### config.mk
export PLATFORM = sky130hd
export DESIGN_NAME = utf8_cjk_detector_top
export DESIGN_NICKNAME = d
export VERILOG_FILES = /design/src/rtl/utf8cjk_pkg.sv /design/src/rtl/utf8_cjk_detector_top.sv /design/src/rtl/utf8cjk_decode.sv
export SDC_FILE = /design/constraint.sdc
export NUM_CORES = 1
export LEC_CHECK = 0
export CAP_MARGIN = 40
export CORE_ASPECT_RATIO = 2
export CORE_MARGIN = 2
export CORE_UTILIZATION = 40
export CTS_CLUSTER_SIZE = 25
export DETAILED_ROUTE_END_ITERATION = 10
export DONT_BUFFER_PORTS = 1
export PLACE_DENSITY = 0.54
export SYNTH_ARGS = -nofsm -noshare
export SYNTH_HDL_FRONTEND = slang
export SYNTH_SLANG_ARGS = --single-unit
### constraint.sdc
create_clock -name clock -period 3.4 [get_ports clock]
set_clock_uncertainty 0.2 [all_clocks]
set_input_delay 0.68 -clock clock [delete_from_list [all_inputs] [get_ports clock]]
set_output_delay 0.68 -clock clock [all_outputs]
set_load 0.02 [all_outputs]
### src/rtl/utf8cjk_pkg.sv
// Shared types, constants and decode helpers for the UTF-8 CJK detector.
// No dependencies; used by utf8cjk_decode and utf8_cjk_detector_top.
package utf8cjk_pkg;

   localparam int HeldDepth = 3;
   localparam int CpWidth   = 21;

   localparam logic [CpWidth-1:0] CjkSymLo  = 21'h03000;
   localparam logic [CpWidth-1:0] CjkSymHi  = 21'h0303f;
   localparam logic [CpWidth-1:0] CjkExtALo = 21'h03400;
   localparam logic [CpWidth-1:0] CjkExtAHi = 21'h04dbf;
   localparam logic [CpWidth-1:0] CjkUniLo  = 21'h04e00;
   localparam logic [CpWidth-1:0] CjkUniHi  = 21'h09fff;
   localparam logic [CpWidth-1:0] CjkCompLo = 21'h0f900;
   localparam logic [CpWidth-1:0] CjkCompHi = 21'h0faff;
   localparam logic [CpWidth-1:0] CjkFullLo = 21'h0ff00;
   localparam logic [CpWidth-1:0] CjkFullHi = 21'h0ffef;

   localparam logic [2:0] LenSkip  = 3'd0;
   localparam logic [2:0] LenAscii = 3'd1;
   localparam logic [2:0] LenTwo   = 3'd2;
   localparam logic [2:0] LenThree = 3'd3;
   localparam logic [2:0] LenFour  = 3'd4;

   typedef logic [HeldDepth-1:0][7:0] held_type;

   typedef struct packed {
      held_type   held;
      logic [1:0] count;
   } dec_state_type;

   typedef struct packed {
      dec_state_type nxt;
      logic          hit;
   } dec_result_type;

   function automatic logic [2:0] seq_length(input logic [7:0] b);
      logic [2:0] n;
      priority if (b[7] == 1'b0)       n = LenAscii;
      else if (b[7:5] == 3'b110)       n = LenTwo;
      else if (b[7:4] == 4'b1110)      n = LenThree;
      else if (b[7:3] == 5'b11110)     n = LenFour;
      else                             n = LenSkip;
      return n;
   endfunction

   function automatic logic in_cjk(input logic [CpWidth-1:0] cp);
      return (cp >= CjkSymLo  && cp <= CjkSymHi)  ||
             (cp >= CjkExtALo && cp <= CjkExtAHi) ||
             (cp >= CjkUniLo  && cp <= CjkUniHi)  ||
             (cp >= CjkCompLo && cp <= CjkCompHi) ||
             (cp >= CjkFullLo && cp <= CjkFullHi);
   endfunction

endpackage

### src/rtl/utf8_cjk_detector_top.sv
// UTF-8 CJK detector top level: input register, decode step, result register.
// rsp_valid is registered: it rises when the final byte leaves the input register.
// Throughput: one byte per cycle unless stalled; the decode step is utf8cjk_decode.
// A stalled result holds the pipeline only through the single input register.
// Reset (synchronous) clears the held sequence, the sticky flag and both valids.
// Depends on utf8cjk_pkg and utf8cjk_decode.
module utf8_cjk_detector_top (
   input  logic       clock,
   input  logic       reset,
   input  logic       req_valid,
   output logic       req_stall,
   input  logic [7:0] req_text_byte,
   input  logic       req_last_byte,
   output logic       rsp_valid,
   input  logic       rsp_stall,
   output logic       rsp_has_cjk
);

   logic                        in_valid_ff, in_valid_in;
   logic [7:0]                  in_byte_ff;
   logic                        in_last_ff;
   utf8cjk_pkg::dec_state_type  state_ff, state_in;
   logic                        found_ff, found_in;
   logic                        rsp_valid_ff, rsp_valid_in;
   logic                        rsp_has_cjk_ff, rsp_has_cjk_in;
   utf8cjk_pkg::dec_result_type dec_res;
   logic                        out_free;
   logic                        advance;
   logic                        accept;

   utf8cjk_decode u_decode (
      .cur       (state_ff),
      .text_byte (in_byte_ff),
      .res       (dec_res)
   );

   assign out_free  = !rsp_valid_ff || !rsp_stall;
   assign advance   = in_valid_ff && out_free;
   assign req_stall = in_valid_ff && !out_free;
   assign accept    = req_valid && !req_stall;

   always_comb begin
      in_valid_in    = accept ? 1'b1 : (advance ? 1'b0 : in_valid_ff);
      state_in       = state_ff;
      found_in       = found_ff;
      rsp_valid_in   = rsp_valid_ff && rsp_stall;
      rsp_has_cjk_in = rsp_has_cjk_ff;
      if (advance) begin
         if (in_last_ff) begin
            state_in       = '0;
            found_in       = 1'b0;
            rsp_valid_in   = 1'b1;
            rsp_has_cjk_in = found_ff | dec_res.hit;
         end else begin
            state_in = dec_res.nxt;
            found_in = found_ff | dec_res.hit;
         end
      end
   end

   always_ff @(posedge clock) begin
      if (reset) begin
         in_valid_ff  <= 1'b0;
         state_ff     <= '0;
         found_ff     <= 1'b0;
         rsp_valid_ff <= 1'b0;
      end else begin
         in_valid_ff  <= in_valid_in;
         state_ff     <= state_in;
         found_ff     <= found_in;
         rsp_valid_ff <= rsp_valid_in;
      end
   end

   always_ff @(posedge clock) begin
      if (accept) begin
         in_byte_ff <= req_text_byte;
         in_last_ff <= req_last_byte;
      end
      rsp_has_cjk_ff <= rsp_has_cjk_in;
   end

   assign rsp_valid   = rsp_valid_ff;
   assign rsp_has_cjk = rsp_has_cjk_ff;

   // end of string leaves the decoder clean
   assert property (@(posedge clock) disable iff (reset)
      (advance && in_last_ff) |=> (state_ff.count == 2'd0 && !found_ff))
      else $error("state not cleared after final byte");

   // a result only appears after a final byte went through the decode step
   assert property (@(posedge clock) disable iff (reset)
      $rose(rsp_valid_ff) |-> $past(advance && in_last_ff))
      else $error("result without final byte");

   // held bytes always start with a multi-byte lead longer than the count
   assert property (@(posedge clock) disable iff (reset)
      (state_ff.count != 2'd0) |->
         (utf8cjk_pkg::seq_length(state_ff.held[0]) > {1'b0, state_ff.count}))
      else $error("held sequence without a valid lead");

   // a pending result is never overwritten while stalled
   assert property (@(posedge clock) disable iff (reset)
      (rsp_valid_ff && rsp_stall) |-> !advance)
      else $error("decode step advanced into a stalled result");

endmodule

### src/rtl/utf8cjk_decode.sv
// Combinational decode step: merges one byte into the held sequence,
// decodes a completed sequence and checks it. Depends on utf8cjk_pkg.
module utf8cjk_decode (
   input  utf8cjk_pkg::dec_state_type  cur,
   input  logic [7:0]                  text_byte,
   output utf8cjk_pkg::dec_result_type res
);

   logic [7:0]                     seq0, seq1, seq2, seq3;
   logic [2:0]                     lead_len;
   logic [2:0]                     len;
   logic                           skip_alone;
   logic                           complete;
   logic [utf8cjk_pkg::CpWidth-1:0] cp;

   always_comb begin
      seq0 = (cur.count == 2'd0) ? text_byte : cur.held[0];
      seq1 = (cur.count > 2'd1) ? cur.held[1] : ((cur.count == 2'd1) ? text_byte : 8'h00);
      seq2 = (cur.count > 2'd2) ? cur.held[2] : ((cur.count == 2'd2) ? text_byte : 8'h00);
      seq3 = (cur.count == 2'd3) ? text_byte : 8'h00;
   end

   assign lead_len   = utf8cjk_pkg::seq_length(seq0);
   assign len        = {1'b0, cur.count} + 3'd1;
   assign skip_alone = (cur.count == 2'd0) && (lead_len < utf8cjk_pkg::LenTwo);
   assign complete   = !skip_alone && (len >= utf8cjk_pkg::LenTwo) && (len == lead_len);

   always_comb begin
      unique case (lead_len)
         utf8cjk_pkg::LenTwo:
            cp = {10'd0, seq0[4:0], seq1[5:0]};
         utf8cjk_pkg::LenThree:
            cp = {5'd0, seq0[3:0], seq1[5:0], seq2[5:0]};
         utf8cjk_pkg::LenFour:
            cp = {seq0[2:0], seq1[5:0], seq2[5:0], seq3[5:0]};
         default:
            cp = '0;
      endcase
   end

   // an unfinished sequence at string end leaves at most a 2-byte residue,
   // whose codepoint is below every CJK range, so the flush adds no hit
   always_comb begin
      res.hit = complete && utf8cjk_pkg::in_cjk(cp);
      if (skip_alone || complete) begin
         res.nxt.held  = '0;
         res.nxt.count = 2'd0;
      end else begin
         res.nxt.held[0] = seq0;
         res.nxt.held[1] = seq1;
         res.nxt.held[2] = seq2;
         res.nxt.count   = len[1:0];
      end
   end

endmodule

==> results.sh <==
export IMPL_status="finished, final reports clean"
export IMPL_drt_first_iter_violations=80
export IMPL_ys_ff_latch=35
export IMPL_drc_errors=0
export IMPL_wl_met1_um=2470
export IMPL_path_cells="inv_1 -> ha_1 -> mux2_4 -> nor2_2 -> a21oi_1 -> or4b_1 -> nor4_1 -> a311oi_1 -> a21oi_1"
export IMPL_count_leader_synth="sky130_fd_sc_hd__nand2_1"
export IMPL_wire_per_inst_um=21.0
export IMPL_worstSetupPathType="flop to flop"
export IMPL_crit_path_max_incr_delay_ps=570
export IMPL_route_met3_wl_um=221
export IMPL_ys_async_sr_fraction=0
export IMPL_grt_use_total=0.235
export IMPL_finalSetupTns_ps=0
export IMPL_finish_utilization=0.449
export IMPL_detail_route_wirelength_um=7090
export IMPL_rsz_0062_raised_after_global_routing="false"
export IMPL_hold_class="input port to flop"
export IMPL_p_leak_uw=0.000927
export IMPL_fin_crit_ps=3260
export IMPL_fp_coreArea_sq_um=5660
export IMPL_die_w_um=57.7
export IMPL_cts_max_level=2
export IMPL_timing_critical_path_slowest_stage_cell="sky130_fd_sc_hd__or4b_1"
export IMPL_antenna_found_initial=0
export IMPL_number_of_search_and_repair_iterations_in_the_first_detailed_routing_pass=4
export IMPL_floorplan_rows=39
export IMPL_vias_per_cell=6.33
export IMPL_route_met2_wl_um=3990
export IMPL_drive_gt1_frac=0.101
export IMPL_route_antenna_remaining_nets=0
export IMPL_i_o_pins=16
export IMPL_report_final_slew_viol_count=0
export IMPL_critical_path_endpoint_type="flop"
export IMPL_final_min_period_over_clock_period=0.959
export IMPL_post_synth_inst_count=275
export IMPL_netlist_cell_type_count=58
export IMPL_synth_warning_count=0
export IMPL_grt_start_max_net_pins=29
export IMPL_port_buffer_cells=0
export IMPL_cell_chosen_for_the_clock_root="sky130_fd_sc_hd__clkbuf_16"
export IMPL_worstSetupStartpointType="flop"
export IMPL_relative_slew_margins=0.494
export IMPL_critical_path_most_common_cell="sky130_fd_sc_hd__a21oi_1"
export IMPL_synth_top_cells_by_area="sky130_fd_sc_hd__dfxtp_1 22%, sky130_fd_sc_hd__edfxtp_1 13%, sky130_fd_sc_hd__a22oi_1 5.8%"
export IMPL_cp_data_required_time_ps=3340
export IMPL_post_synth_top_area_share=0.217
export IMPL_setup_viol_count_final=0
export IMPL_ys_flop_type="sky130_fd_sc_hd__dfxtp_1"
export IMPL_worst_hold_slack_ps=258
export IMPL_path_clk_slew_ps=60
export IMPL_synthesis_area_sq_um=2310
export IMPL_area_delta_synth_final_pct=9.96
export IMPL_clock_tree_buffer_depth=2
export IMPL_diodes=0
export IMPL_synth_area_per_cell_sq_um=8.40
export IMPL_grt_first_pass_wirelength_um=11200
export IMPL_finalInstanceArea_sq_um=2540
export IMPL_n_fill_cell=589
export IMPL_final_nets=295
export IMPL_die_height_um=111
export IMPL_dpl_hpwl_um=5530
export IMPL_synth_fp_nets=294
export IMPL_cts_tree="done"
export IMPL_worst_pin_slew_ps=758
export IMPL_top_layer="met4"
export IMPL_synth_edff_count=10
export IMPL_fmaxAchievable_mhz=307
export IMPL_start_util=0.408
export IMPL_power_per_cell_area_nw_per_um2=394
export IMPL_power_ir_vdd_worst_uv=388
export IMPL_worstSkewPairLatency_ps=290
export IMPL_tritoncts_num_buffers=5
export IMPL_postPlaceCellArea_sq_um=2370
export IMPL_final_hold_viol_count=0
export IMPL_total_chip_power_uw=1000
export IMPL_gpl_final_weighted_congestion=0.975
export IMPL_fp_dieArea_sq_um=6440
export IMPL_cap_viol_max_count=0
export IMPL_global_route_overflow_total=0
export IMPL_tritoncts_num_sinks=35
export IMPL_synthTopCellsByCount="35 x sky130_fd_sc_hd__nand2_1, 29 x sky130_fd_sc_hd__nor2_1, 25 x sky130_fd_sc_hd__dfxtp_1"
export IMPL_cell_type_with_the_highest_aggregate_area_in_the_netlist="sky130_fd_sc_hd__dfxtp_1"
export IMPL_detailroute_via_count=2139
export IMPL_synth_sequential_area_ratio=0.347
export IMPL_crit_arrival_ps=3210
export IMPL_post_cts_setup_buffers=0
export IMPL_grt_pass1_vias=2102
export IMPL_worst_path_max_fanout=9
worst max-delay path, delay by kind of cell (launching register included):
kind	cells	cell delay (ps)
multiplexers	1	420
adder cells (fa/ha/maj)	1	310
AO/OA/AOI/OAI	3	560
AND/OR/NAND/NOR	3	1170
flip-flops	1	370
buffers and inverters	1	70
layout make-up:
type                    instances  area (sq um)  share of cell area
well taps                      61          76.3              0.0300
multi-input cells             215          1410               0.556
repair buffers                  9          67.6              0.0266
clock inverters                 3          20.0             0.00788
inverters                      10          37.5              0.0148
clock buffers                   5           125              0.0492
flip-flops and latches         35           801               0.315
flip-flops by register name, indices dropped and copies added (netlist names):
register	count
in_last_ff	1
found_ff	1
in_byte_ff	8
in_valid_ff	1
rsp_has_cjk	1
state_ff	22
rsp_valid	1
routing by layer:
metal | up-vias | track usage
li1 | 1042 | -
met3 | 21 | 0.0314
met5 | - | 0
met4 | 0 | 0.144
met2 | 67 | 0.429
met1 | 1009 | 0.240
what timing repair did:
action,4_1_cts,5_1_grt
gates resized for setup,0,3
hold buffers,0,0
setup endpoints to repair,0,20
placed cells by master (no fill, tap or decap), drive strengths merged, types with 3 or more instances in the layout:
cell type and count:
nand2 35, nor3 5, a21oi 14, a22oi 18, dfxtp 25, nand2b 3
o32ai 4, o21ai 15, and2 3, inv 10, clkbuf 5, nand3 4
a211oi 14, nand3b 11, nor2 30, nand4 3, nor4 3, mux2 3
edfxtp 10, buf 9, mux2i 7, ha 6
through the flow:
stage,setup slack (ps),cells
6_report,139,338
5_1_grt,24.3,338
4_1_cts,97.0,338
3_5_place_dp,112,330
3_3_place_gp,138,330
2_1_floorplan,391,275
cells by family (layout without fill, tap and decap cells):
kind of cell / Yosys count / after routing / synth area share
AOI/OAI and AO/OA: 87 / 87 / 0.272
buffers and inverters: 25 / 27 / 0.0520
DFF: 35 / 35 / 0.347
xor gates and xnor gates: 3 / 3 / 0.0114
adders and majority gates: 6 / 6 / 0.0325
and+or+nand+nor: 109 / 109 / 0.234
muxes: 10 / 10 / 0.0520
worst paths after layout:
| path | slack [ps] | cells past startpoint | start | end |
|---|---|---|---|---|
| worst max-delay path | 140 | 9 | state_ff[0] | rsp_has_cjk |
| worst min-delay path | 260 | 1 | reset | state_ff[8] |
| worst max register to register | 140 | 9 | state_ff[0] | rsp_has_cjk |
| worst min register to register | 290 | 2 | state_ff[8] | state_ff[8] |
power by group:
| group | leakage, uW | internal, uW | switching (uW) | total (uW) |
|---|---|---|---|---|
| Sequential | 0.000299 | 440 | 15.7 | 455 |
| Combinational | 0.000562 | 32.5 | 59.7 | 92.2 |
| Clock | 0.0000658 | 270 | 184 | 453 |
Note: power is estimated with default switching activity, not from simulation.
